===== config.mk =====
export PLATFORM = sky130hd
export DESIGN_NAME = optical_run_length_code_receiver_core
export DESIGN_NICKNAME = d
export VERILOG_FILES = /design/src/design/orlc_pkg.sv /design/src/design/optical_run_length_code_receiver_core.sv /design/src/design/orlc_filter.sv /design/src/design/orlc_decoder.sv
export SDC_FILE = /design/constraint.sdc
export NUM_CORES = 1
export LEC_CHECK = 0
export ABC_CLOCK_PERIOD_IN_PS = 3700
export BUFFER_PORTS_ARGS = -buffer_cell sky130_fd_sc_hd__buf_2
export CAP_MARGIN = 30
export CORE_ASPECT_RATIO = 1.1
export CORE_UTILIZATION = 54
export DETAILED_ROUTE_END_ITERATION = 7
export PLACE_DENSITY = 0.76
export SKIP_CTS_REPAIR_TIMING = 1
export SLEW_MARGIN = 20
export SYNTH_ARGS = -nofsm -noshare
export SYNTH_HDL_FRONTEND = slang
export SYNTH_SLANG_ARGS = --single-unit

===== constraint.sdc =====
create_clock -name clock -period 3.7 [get_ports clock]
set_input_delay 0.37 -clock clock [delete_from_list [all_inputs] [get_ports clock]]
set_output_delay 0.37 -clock clock [all_outputs]
set_load 0.02 [all_outputs]

===== src/design/orlc_pkg.sv =====
// Shared types and constants for the optical run-length code receiver.
`default_nettype none

package orlc_pkg;

   // Default values of the top-level parameters.
   localparam int AVG_LEN_DEFAULT   = 4;
   localparam int FRAME_LEN_DEFAULT = 128;

   // Field widths.
   localparam int POS_W   = 8;
   localparam int RUN_W   = 5;
   localparam int COUNT_W = 4;
   localparam int CODE_W  = 8;
   localparam int CSR_IDX_W  = 2;
   localparam int CSR_DATA_W = 8;

   // Register reset values.
   localparam logic [CODE_W-1:0] CODE_MASK_RESET     = 8'd255;
   localparam logic [RUN_W-1:0]  RUN_THRESHOLD_RESET = 5'd5;
   localparam logic [POS_W-1:0]  WINDOW_START_RESET  = 8'd20;
   localparam logic [POS_W-1:0]  WINDOW_END_RESET    = 8'd80;

   // A nonzero code is only reported when this many bits were found.
   localparam logic [COUNT_W-1:0] VALID_BITS_LO = 4'd6;
   localparam logic [COUNT_W-1:0] VALID_BITS_HI = 4'd7;

   localparam logic [RUN_W-1:0]   RUN_MAX   = '1;
   localparam logic [COUNT_W-1:0] COUNT_MAX = '1;

   typedef enum logic [CSR_IDX_W-1:0] {
      CSR_CODE_MASK     = 2'd0,
      CSR_RUN_THRESHOLD = 2'd1,
      CSR_WINDOW_START  = 2'd2,
      CSR_WINDOW_END    = 2'd3
   } csr_index_type;

   typedef struct packed {
      logic [CODE_W-1:0] code_mask;
      logic [RUN_W-1:0]  run_threshold;
      logic [POS_W-1:0]  window_start;
      logic [POS_W-1:0]  window_end;
   } cfg_type;

   typedef struct packed {
      logic [CODE_W-1:0]  light_code;
      logic [COUNT_W-1:0] bit_count;
   } result_type;

endpackage

`default_nettype wire


===== src/design/optical_run_length_code_receiver_core.sv =====
// Top level of the optical run-length code receiver.
//
// The block takes one light-sensor sample per transfer on the req_ channel
// (req_sense_bit, req_frame_end) and returns one result per frame on the rsp_
// channel (rsp_light_code, rsp_bit_count). Only a sample marked as frame end
// produces a result; all other samples produce none.
// A transfer is first captured in an input register. When the sample is taken
// from there, the moving-average filter and the run-length decoder update their
// state and, on a frame end, the result register is loaded, which drives
// rsp_valid. One sample can be taken every cycle unless a frame-end sample is
// stalled; the single pass of filter and decoder logic between the two
// registers sets that rate.
// When the receiver holds rsp_ready low, the result waits in its register.
// Plain samples keep flowing; only a frame-end sample waits in the input
// register until the previous result has been taken, and req_ready drops then.
// The csr_ channel writes code_mask, run_threshold, window_start and
// window_end by index and is always ready; write it only while idle.
// Reset clears the filter window, the frame state and the valid bits of both
// pipeline registers and restores the CSR defaults. No clearing pass is needed.
`default_nettype none

module optical_run_length_code_receiver_core #(
   parameter int AVG_LEN   = orlc_pkg::AVG_LEN_DEFAULT,
   parameter int FRAME_LEN = orlc_pkg::FRAME_LEN_DEFAULT
) (
   input  wire logic                                clock,
   input  wire logic                                reset,

   input  wire logic                                req_valid,
   output logic                                     req_ready,
   input  wire logic                                req_sense_bit,
   input  wire logic                                req_frame_end,

   output logic                                     rsp_valid,
   input  wire logic                                rsp_ready,
   output logic [orlc_pkg::CODE_W-1:0]              rsp_light_code,
   output logic [orlc_pkg::COUNT_W-1:0]             rsp_bit_count,

   input  wire logic                                csr_valid,
   output logic                                     csr_ready,
   input  wire logic [orlc_pkg::CSR_IDX_W-1:0]      csr_index,
   input  wire logic [orlc_pkg::CSR_DATA_W-1:0]     csr_wdata
);
   import orlc_pkg::*;

   // Configuration registers.
   cfg_type cfg_ff;

   // Input register.
   logic in_valid_ff;
   logic in_sense_ff;
   logic in_fend_ff;

   // Result register.
   logic               rsp_valid_ff;
   logic [CODE_W-1:0]  rsp_code_ff;
   logic [COUNT_W-1:0] rsp_count_ff;

   logic       fire;
   logic       active;
   logic       level;
   result_type result;

   // A sample is processed when it is present and, if it produces a result,
   // the result register is free or being emptied in this cycle.
   assign fire = in_valid_ff && (!in_fend_ff || !rsp_valid_ff || rsp_ready);

   assign req_ready = !in_valid_ff || fire;
   assign csr_ready = 1'b1;

   assign rsp_valid      = rsp_valid_ff;
   assign rsp_light_code = rsp_code_ff;
   assign rsp_bit_count  = rsp_count_ff;

   always_ff @(posedge clock) begin
      if (reset) begin
         cfg_ff.code_mask     <= CODE_MASK_RESET;
         cfg_ff.run_threshold <= RUN_THRESHOLD_RESET;
         cfg_ff.window_start  <= WINDOW_START_RESET;
         cfg_ff.window_end    <= WINDOW_END_RESET;
      end else if (csr_valid && csr_ready) begin
         case (csr_index_type'(csr_index))
            CSR_CODE_MASK:     cfg_ff.code_mask     <= csr_wdata;
            CSR_RUN_THRESHOLD: cfg_ff.run_threshold <= csr_wdata[RUN_W-1:0];
            CSR_WINDOW_START:  cfg_ff.window_start  <= csr_wdata;
            CSR_WINDOW_END:    cfg_ff.window_end    <= csr_wdata;
            default: ;
         endcase
      end
   end

   always_ff @(posedge clock) begin
      if (reset) begin
         in_valid_ff <= 1'b0;
      end else if (req_ready) begin
         in_valid_ff <= req_valid;
      end
   end

   always_ff @(posedge clock) begin
      if (req_valid && req_ready) begin
         in_sense_ff <= req_sense_bit;
         in_fend_ff  <= req_frame_end;
      end
   end

   always_ff @(posedge clock) begin
      if (reset) begin
         rsp_valid_ff <= 1'b0;
      end else if (fire && in_fend_ff) begin
         rsp_valid_ff <= 1'b1;
      end else if (rsp_ready) begin
         rsp_valid_ff <= 1'b0;
      end
   end

   always_ff @(posedge clock) begin
      if (fire && in_fend_ff) begin
         rsp_code_ff  <= result.light_code;
         rsp_count_ff <= result.bit_count;
      end
   end

   // Samples past the frame length do not enter the filter.
   orlc_filter #(
      .AVG_LEN (AVG_LEN)
   ) u_filter (
      .clock  (clock),
      .reset  (reset),
      .enable (fire && active),
      .sample (in_sense_ff),
      .level  (level)
   );

   orlc_decoder #(
      .FRAME_LEN (FRAME_LEN)
   ) u_decoder (
      .clock     (clock),
      .reset     (reset),
      .fire      (fire),
      .level     (level),
      .frame_end (in_fend_ff),
      .cfg       (cfg_ff),
      .active    (active),
      .result    (result)
   );

   // A new result only ever comes from a processed frame-end sample.
   a_result_from_frame_end : assert property (
      @(posedge clock) disable iff (reset)
      $rose(rsp_valid_ff) |-> $past(fire && in_fend_ff)
   ) else $error("result appeared without a frame-end sample");

   // A nonzero code is reported only with six or seven bits found.
   a_code_needs_valid_count : assert property (
      @(posedge clock) disable iff (reset)
      (rsp_valid_ff && rsp_code_ff != '0) |->
         (rsp_count_ff == VALID_BITS_LO || rsp_count_ff == VALID_BITS_HI)
   ) else $error("nonzero code with invalid bit count");

   // A waiting sample keeps its contents until it is processed.
   a_input_held_while_stalled : assert property (
      @(posedge clock) disable iff (reset)
      (in_valid_ff && !fire) |=>
         (in_valid_ff && $stable(in_sense_ff) && $stable(in_fend_ff))
   ) else $error("stalled sample was lost or changed");

endmodule

`default_nettype wire


===== src/design/orlc_filter.sv =====
// Moving-average filter with round-half-up decision over the last AVG_LEN samples.
`default_nettype none

module orlc_filter #(
   parameter int AVG_LEN = orlc_pkg::AVG_LEN_DEFAULT
) (
   input  wire logic clock,
   input  wire logic reset,
   input  wire logic enable,
   input  wire logic sample,
   output logic      level
);
   localparam int SUM_W = $clog2(AVG_LEN + 1);
   localparam int CMP_W = SUM_W + 1;

   logic [AVG_LEN-1:0] window_ff;
   logic [AVG_LEN-1:0] window_in;
   logic [SUM_W-1:0]   sum;

   // The window seen by the decision includes the new sample.
   generate
      if (AVG_LEN == 1) begin : g_single
         assign window_in = sample;
      end else begin : g_shift
         assign window_in = {window_ff[AVG_LEN-2:0], sample};
      end
   endgenerate

   assign sum   = SUM_W'($countones(window_in));
   assign level = ({sum, 1'b0} >= CMP_W'(AVG_LEN));

   always_ff @(posedge clock) begin
      if (reset) begin
         window_ff <= '0;
      end else if (enable) begin
         window_ff <= window_in;
      end
   end

endmodule

`default_nettype wire


===== src/design/orlc_decoder.sv =====
// Frame position tracking and run-length bit decoder.
`default_nettype none

module orlc_decoder #(
   parameter int FRAME_LEN = orlc_pkg::FRAME_LEN_DEFAULT
) (
   input  wire logic                clock,
   input  wire logic                reset,
   input  wire logic                fire,
   input  wire logic                level,
   input  wire logic                frame_end,
   input  wire orlc_pkg::cfg_type   cfg,
   output logic                     active,
   output orlc_pkg::result_type     result
);
   import orlc_pkg::*;

   logic [POS_W-1:0]   frame_pos_ff, frame_pos_in;
   logic [RUN_W-1:0]   run_count_ff, run_count_in;
   logic               expected_ff, expected_in;
   logic [COUNT_W-1:0] bits_found_ff, bits_found_in;
   logic [CODE_W-1:0]  code_acc_ff, code_acc_in;

   logic               in_window;
   logic [RUN_W-1:0]   rc;
   logic               el;
   logic [COUNT_W-1:0] bf;
   logic [CODE_W-1:0]  ca;
   logic [2:0]         bit_idx;

   always_comb begin
      active    = (frame_pos_ff < POS_W'(FRAME_LEN));
      in_window = active && (frame_pos_ff >= cfg.window_start)
                         && (frame_pos_ff < cfg.window_end);
      rc      = run_count_ff;
      el      = expected_ff;
      bf      = bits_found_ff;
      ca      = code_acc_ff;
      bit_idx = ~bf[2:0];

      if (in_window) begin
         if (level == el) begin
            if (rc != RUN_MAX) begin
               rc = rc + RUN_W'(1);
            end
         end else begin
            rc = '0;
            el = level;
         end
         if (rc >= cfg.run_threshold) begin
            // Bits go in MSB first; only the first eight are kept.
            if (!bf[3]) begin
               ca[bit_idx] = ca[bit_idx] | el;
            end
            if (bf != COUNT_MAX) begin
               bf = bf + COUNT_W'(1);
            end
            el = ~el;
            rc = '0;
         end
      end

      result.light_code = (bf == VALID_BITS_LO || bf == VALID_BITS_HI) ?
                          (ca & cfg.code_mask) : '0;
      result.bit_count  = bf;

      frame_pos_in  = active ? frame_pos_ff + POS_W'(1) : frame_pos_ff;
      run_count_in  = rc;
      expected_in   = el;
      bits_found_in = bf;
      code_acc_in   = ca;
      if (frame_end) begin
         frame_pos_in  = '0;
         run_count_in  = '0;
         expected_in   = 1'b0;
         bits_found_in = '0;
         code_acc_in   = '0;
      end
   end

   always_ff @(posedge clock) begin
      if (reset) begin
         frame_pos_ff  <= '0;
         run_count_ff  <= '0;
         expected_ff   <= 1'b0;
         bits_found_ff <= '0;
         code_acc_ff   <= '0;
      end else if (fire) begin
         frame_pos_ff  <= frame_pos_in;
         run_count_ff  <= run_count_in;
         expected_ff   <= expected_in;
         bits_found_ff <= bits_found_in;
         code_acc_ff   <= code_acc_in;
      end
   end

endmodule

`default_nettype wire


Yosys cells after proc, flatten, opt, wreduce, memory -nomap -nowiden
Cells that the tools add are included.
- add/sub/neg operators: 6
- $mul: 0
- divide/modulo/power cells: 0
- $lt $le $gt $ge: 7
- equality and inequality tests: 8
- shifts and indexed selects: 0
- muxes and demuxes: 28
- bitwise logic cells: 4
- reduce and logical (&&, ||, !) cells: 24
- operators with widths (cell ; number):
    two-way mux 8 bit ; 6
    two-way mux 5 bit ; 6
    two-way mux 4 bit ; 4
    AND reduction 2 bit ; 6
    two-way mux 1 bit ; 9
    adder 8 x 1 -> 8 bit (second input constant) ; 1
    AND 8 bit ; 1
    bitwise mux 8 bit ; 1
    equality test 4 x 3 -> 1 bit (second input constant) ; 2
    greater-or-equal comparator 8 bit ; 1
    < comparator 8 bit ; 1
    < comparator 8 bit (second input constant) ; 1
    logical AND 1 bit ; 7
    nonzero test 2 bit ; 3
    adder 5 x 1 -> 5 bit (second input constant) ; 1
    greater-or-equal comparator 5 bit ; 1
    != test 5 bit (second input constant) ; 1
    adder 1 x 1 -> 2 bit ; 2
    adder 4 x 1 -> 4 bit (second input constant) ; 1
    equality test 2 bit (second input constant) ; 2
    greater-or-equal comparator 4 x 3 -> 1 bit (second input constant) ; 1
    logical OR 1 bit ; 4
    < comparator 3 x 4 -> 1 bit (second input constant) ; 1
    != test 4 bit (second input constant) ; 1
    other kinds (11) ; 13
- bits in registers: 74
- latch bits: 0
- memory bits (writable): 0
- bits in read-only memories: 0
- memories kept: 0

Longest topological paths before layout
- depth in word-level cells: 12
- gate-level depth with buffers: 15
- mapped depth without buffers: 14

Cells and area by module
From an unflattened synthesis, not the netlist that was laid out.
- cells, all modules: 443
- area, all modules: 4150.2 um^2
- modules (own cells, without submodules) (module ; times used ; cells an instance ; area each (um^2) ; seq. area each (um^2)):
    orlc_decoder ; 1 ; 282 ; 2265.9 ; 520.5
    optical_run_length_code_receiver_core ; 1 ; 146 ; 1742.9 ; 1041.0
    orlc_filter ; 1 ; 15 ; 141.4 ; 60.1

Least setup slack after synthesis
No wires, ideal clock.
- path type: register to register
- start point: reg in_sense_ff
- end point: reg rsp_code_ff[4] (netlist: rsp_light_code[4]), data pin
- setup time: 169 ps
- data arrival time: 3288 ps
- required time: 3531 ps
- slack: 243 ps
- stages on the path, launching flop included: 15
- buffers on the path: 0
- cells stage by stage: edfxtp_1 -> ha_1 -> nand2_1 -> fa_1 -> nand2_1 -> ha_1 -> a21boi_0 -> ha_1 -> a21o_1 -> a21oi_1 -> o21ai_2 -> nand4_1 -> mux2i_1 -> nand2_2 -> nor4b_2
- word-level cells in the longest chain between the ends: 12
- RTL lines (what ; RTL line ; text):
    from (decl) ; optical_run_length_code_receiver_core.sv:51 ; logic in_sense_ff;
    from (signal assigned) ; optical_run_length_code_receiver_core.sv:102 ; in_sense_ff <= req_sense_bit;
    adder 1 x 1 -> 2 bit (not written as such) (*) ; orlc_filter.sv:29 ; assign sum = SUM_W'($countones(window_in));
    adder 3 bit (not written as such) (*) ; orlc_filter.sv:29 ;
    greater-or-equal comparator 4 x 3 -> 1 bit (*) ; orlc_filter.sv:30 ; assign level = ({sum, 1'b0} >= CMP_W'(AVG_LEN));
    parallel branches: the longest is 9 deep, another holds greater-or-equal comparator 5 bit ; - ;
    to (signal assigned) ; optical_run_length_code_receiver_core.sv:119 ; rsp_code_ff <= result.light_code;
    to (decl) ; optical_run_length_code_receiver_core.sv:56 ; logic [CODE_W-1:0] rsp_code_ff;
Every way passes the cells marked *. The select of a mux whose other input is x is not followed.
A chain may end at the register's enable or synchronous reset.

Final worst setup path
- start point: reg in_sense_ff
- end point: reg rsp_code_ff[0] (netlist: rsp_light_code[0]), data pin
The elaborated chain is that of the path after synthesis.

==> implementation parameters <==
Parameter                              Value

STA
  Normalized max-slew margin ... 43.62%
  Measured slew at the worst slew-check pin ... 842.5 ps
  Fin crit share ... 97.06%
  Maximum operating frequency ... 0.2785 GHz
  Total Negative Setup Slacks ... 0 ps
  Endpoints failing setup ... 0
  Final max-slew violation count ... 0
  Time the worst path needs with I/O delays and setup ... 3591 ps
  Worst clock skew on the final layout ... 10.12 ps
  Setup slack of the critical path after layout ... 108.8 ps
  Final number of hold-violating endpoints ... 0

Place
  Final HPWL from detailed placement ... 6121 um
  Cell Area, Placed ... 4192 sq um
  Number of placed instances with taps included ... 531
  Routability cong. ... 0.8359
  IO buf count ... 30
  Placement Setup Slack ... -76.89 ps

Synthesis
  Main combinational cell family by area after synthesis ... simple AND/OR/NAND/NOR gates
  Count of flip-flops with a built-in enable after synthesis ... 14
  Synth unique cells ... 57
  Async SR Flop Fraction ... 0%
  Xor-xnor portion of the synthesized cell area ... 2.416%
  Top cells by area in the synthesized netlist ... sky130_fd_sc_hd__dfxtp_1 30%, sky130_fd_sc_hd__edfxtp_1 11%, sky130_fd_sc_hd__ha_1 8.5%
  Area share of the largest cell type after synthesis ... 30.12%
  Simple-gate portion of the synthesized area ... 22.12%
  Seq/Total Area, Yosys ... between 40% and 50%
  Cell accounting for the most synthesized area ... sky130_fd_sc_hd__dfxtp_1
  Share of the synthesized area in compound gates (AO/OA/AOI/OAI) ... 13.74%
  Most used flip-flop cell after synthesis ... sky130_fd_sc_hd__dfxtp_1
  Syn_area_per_cell ... between 9 and 10 sq um
  Net Count, Synth ... 475
  Count of synthesis-stage warnings from yosys ... 0
  Number of synthesized register bits ... 74
  Number of standard cells after synthesis ... 430
  Fraction of synthesized area in multiplexers ... 6.527%
  Synthesized area ... about 4000 sq um
  Adder-cell share of the synthesized area ... 8.974%

Critical path
  Max FO, Critical Path ... 7
  CP Launch Type ... flip-flop
  Endpoint required time on the critical path ... 3870 ps
  Worst setup EP type ... flip-flop
  Worst setup path category ... flip-flop to flip-flop
  Arrival time reported for the critical path endpoint ... 3760 ps

Global routing
  Overflow after GRT ... 0
  Antenna violations before repair ... 0
  Global-route wire length before repair ... 14630 um
  Total GRT Usage ... about a quarter
  Largest net degree at the start of global routing ... 47
  Vias in the first global route ... 3179

Clock network
  Root Buffer ... sky130_fd_sc_hd__clkbuf_8
  CTS clock-pin slew for the worst setup and hold paths ... approximately 70 ps
  CTS H-Tree Depth ... 3
  CTS tree ... built
  CTS Buf Count ... 9
  Largest buffer count on any clock path ... 2
  Sinks on the clock net ... 74
  Clock latency at the later pin of the worst-skew pair ... between 300 and 400 ps

Outcome
  Violations in the final reports ... DRC
  Result of the run ... finished, violations left

Die
  Site row count ... 32
  Top Ports ... 32
  Placeable core area ... 7087 sq um
  Horizontal die dimension ... 83.94 um
  Die height ... just over 90 um
  Initial Utilization ... 56.27%
  Die area ... a little under 8000 sq um

Routing
  Via density ... around 5.8
  Wire length per cell after detailed routing ... 15.51 um
  Count of vias placed by the detailed router ... 3177
  Antenna Nets Post-Route ... 0
  Final wirelength ... 8517 um
  TritonRoute pass-1 iters ... 7
  Iteration-0 DRC count of the detailed router ... 240
  DRC violations left ... 8

Power
  Proportion of power drawn by flip-flops and latches ... a little over half
  Clock network fraction of total power ... between 30% and 40%
  Power, Total ... around 1.6 mW
  Maximum resistive drop on vdd ... 0.1711 mV
  Switching fraction of total power ... 23.90%
  Switching power total ... 382.8 uW
  Internal power ... between 1 and 1.5 mW
  Leakage power total ... approximately 1.8 nW
  Combinational Power Share ... 7.9%
  Pwr per Cell Area ... 360.1 nW/um^2

Finish
  Layout-stage area growth over the synthesis result ... 11.55%
  Final instance area ... 4448 sq um
  Final cell count without fillers ... between 500 and 600
  Antenna diode instance count ... 0
  Share of final-layout standard cells stronger than drive strength 1 ... 16.59%
  Final nets ... 504

Worst hold path
  Class of the tightest hold or removal check ... input port to flip-flop

Job
  Max-cap violations ... 0
per-stage QoR:
stage | hold WS, ps | util, %
after floorplan | 430.6 | -
after global placement | 444.1 | 59.15
after detailed placement | 451.0 | 59.15
after CTS | 196.1 | 61.81
after global routing | 176.3 | 62.76
final | 197.0 | 62.76
path summary, 6_finish.rpt:
| check | from | to | slack [ps] | depth (start not counted) |
|---|---|---|---|---|
| max | in_sense_ff$_DFFE_PP_ | rsp_light_code[0]$_SDFFCE_PN0P_ | 110 | 13 |
| min | req_frame_end | in_fend_ff$_DFFE_PP_ | 200 | 1 |
| max reg2reg | in_sense_ff$_DFFE_PP_ | rsp_light_code[0]$_SDFFCE_PN0P_ | 110 | 13 |
| min reg2reg | cfg_ff[15]$_SDFFE_PP0P_ | cfg_ff[15]$_SDFFE_PP0P_ | 460 | 2 |
sequential cells by signal (all words and copies together) (netlist names):
| signal | count |
|---|---|
| u_decoder.bits_found_ff | 4 |
| rsp_bit_count | 4 |
| u_decoder.expected_ff | 1 |
| u_decoder.run_count_ff | 5 |
| rsp_valid | 1 |
| in_fend_ff | 1 |
| rsp_light_code | 8 |
| cfg_ff | 29 |
| in_sense_ff | 1 |
| in_valid_ff | 1 |
| u_decoder.code_acc_ff | 8 |
| u_decoder.frame_pos_ff | 8 |
| u_filter.window_ff | 3 |
worst max-delay path, stage by stage, from the launching register on:
cell	delay, ps
sky130_fd_sc_hd__edfxtp_1	400
sky130_fd_sc_hd__ha_1	300
sky130_fd_sc_hd__nand2_1	60
sky130_fd_sc_hd__fa_1	490
sky130_fd_sc_hd__nand2_2	80
sky130_fd_sc_hd__ha_4	230
sky130_fd_sc_hd__a21boi_2	160
sky130_fd_sc_hd__ha_1	320
sky130_fd_sc_hd__nand3_1	100
sky130_fd_sc_hd__o21ai_2	300
sky130_fd_sc_hd__buf_4	170
sky130_fd_sc_hd__nand4_2	120
sky130_fd_sc_hd__or3_1	430
sky130_fd_sc_hd__a211oi_2	270
Yosys cell counts, types with 5 or more instances:
master	instances
sky130_fd_sc_hd__nand4_1	8
sky130_fd_sc_hd__clkbuf_1	13
sky130_fd_sc_hd__nor2b_1	13
sky130_fd_sc_hd__mux2i_1	17
sky130_fd_sc_hd__a211o_1	11
sky130_fd_sc_hd__ha_1	27
sky130_fd_sc_hd__a21oi_1	27
sky130_fd_sc_hd__xor2_1	6
sky130_fd_sc_hd__nand2b_1	10
sky130_fd_sc_hd__xnor2_1	5
sky130_fd_sc_hd__edfxtp_1	14
sky130_fd_sc_hd__nand3b_1	5
sky130_fd_sc_hd__o21ai_0	7
sky130_fd_sc_hd__dfxtp_1	60
sky130_fd_sc_hd__o22ai_1	7
sky130_fd_sc_hd__nor2_1	29
sky130_fd_sc_hd__inv_1	36
sky130_fd_sc_hd__nor3b_1	7
sky130_fd_sc_hd__nand2_1	49
sky130_fd_sc_hd__nand3_1	12
power by group through the flow:
stage	Clock, mW	Sequential (mW)	Combinational, mW
3_3_place_gp	0	0.873	0.120
5_1_grt	0.667	0.858	0.142
4_1_cts	0.623	0.856	0.125
3_5_place_dp	0	0.875	0.124
6_report	0.619	0.856	0.127
2_1_floorplan	0	0.873	0.0839
logic make-up (layout without fill, tap and decap cells):
family                     Yosys count  in the layout
buffers and inverters               54             88
muxes                               22             22
xor gates and xnor gates            11             11
AOI/OAI and AO/OA                   77             77
other                                1              1
DFF                                 74             74
adders and majority gates           28             28
and+or+nand+nor                    163            163
cells in the final DEF (no fill, tap or decap), types with 12 or more instances in the layout:
master,count
sky130_fd_sc_hd__a21oi_1,26
sky130_fd_sc_hd__buf_2,30
sky130_fd_sc_hd__dfxtp_1,60
sky130_fd_sc_hd__edfxtp_1,14
sky130_fd_sc_hd__ha_1,26
sky130_fd_sc_hd__inv_1,36
sky130_fd_sc_hd__mux2i_1,16
sky130_fd_sc_hd__nand2_1,48
sky130_fd_sc_hd__nand3_1,12
sky130_fd_sc_hd__nor2_1,29
sky130_fd_sc_hd__nor2b_1,13
layout make-up:
class                           instances  area, sq um
Clock buffer                           13        148.9
Clock inverter                          3        40.04
Fill cell                             593         2639
Inverter                               36        135.1
Multi-Input combinational cell        302         2188
Sequential cell                        74         1622
Tap cell                               85        106.4
Timing Repair Buffer                   36        207.7
metal layers:
metal	part of all wire [%]	track usage (%)	vias up
met4	1.9	9.195	0
met5	0	0	-
met3	4.0	4.590	13
li1	-	-	1565
met1	46	30.17	1515
met2	48	39.96	84
Power figures use the tool's default switching activity.
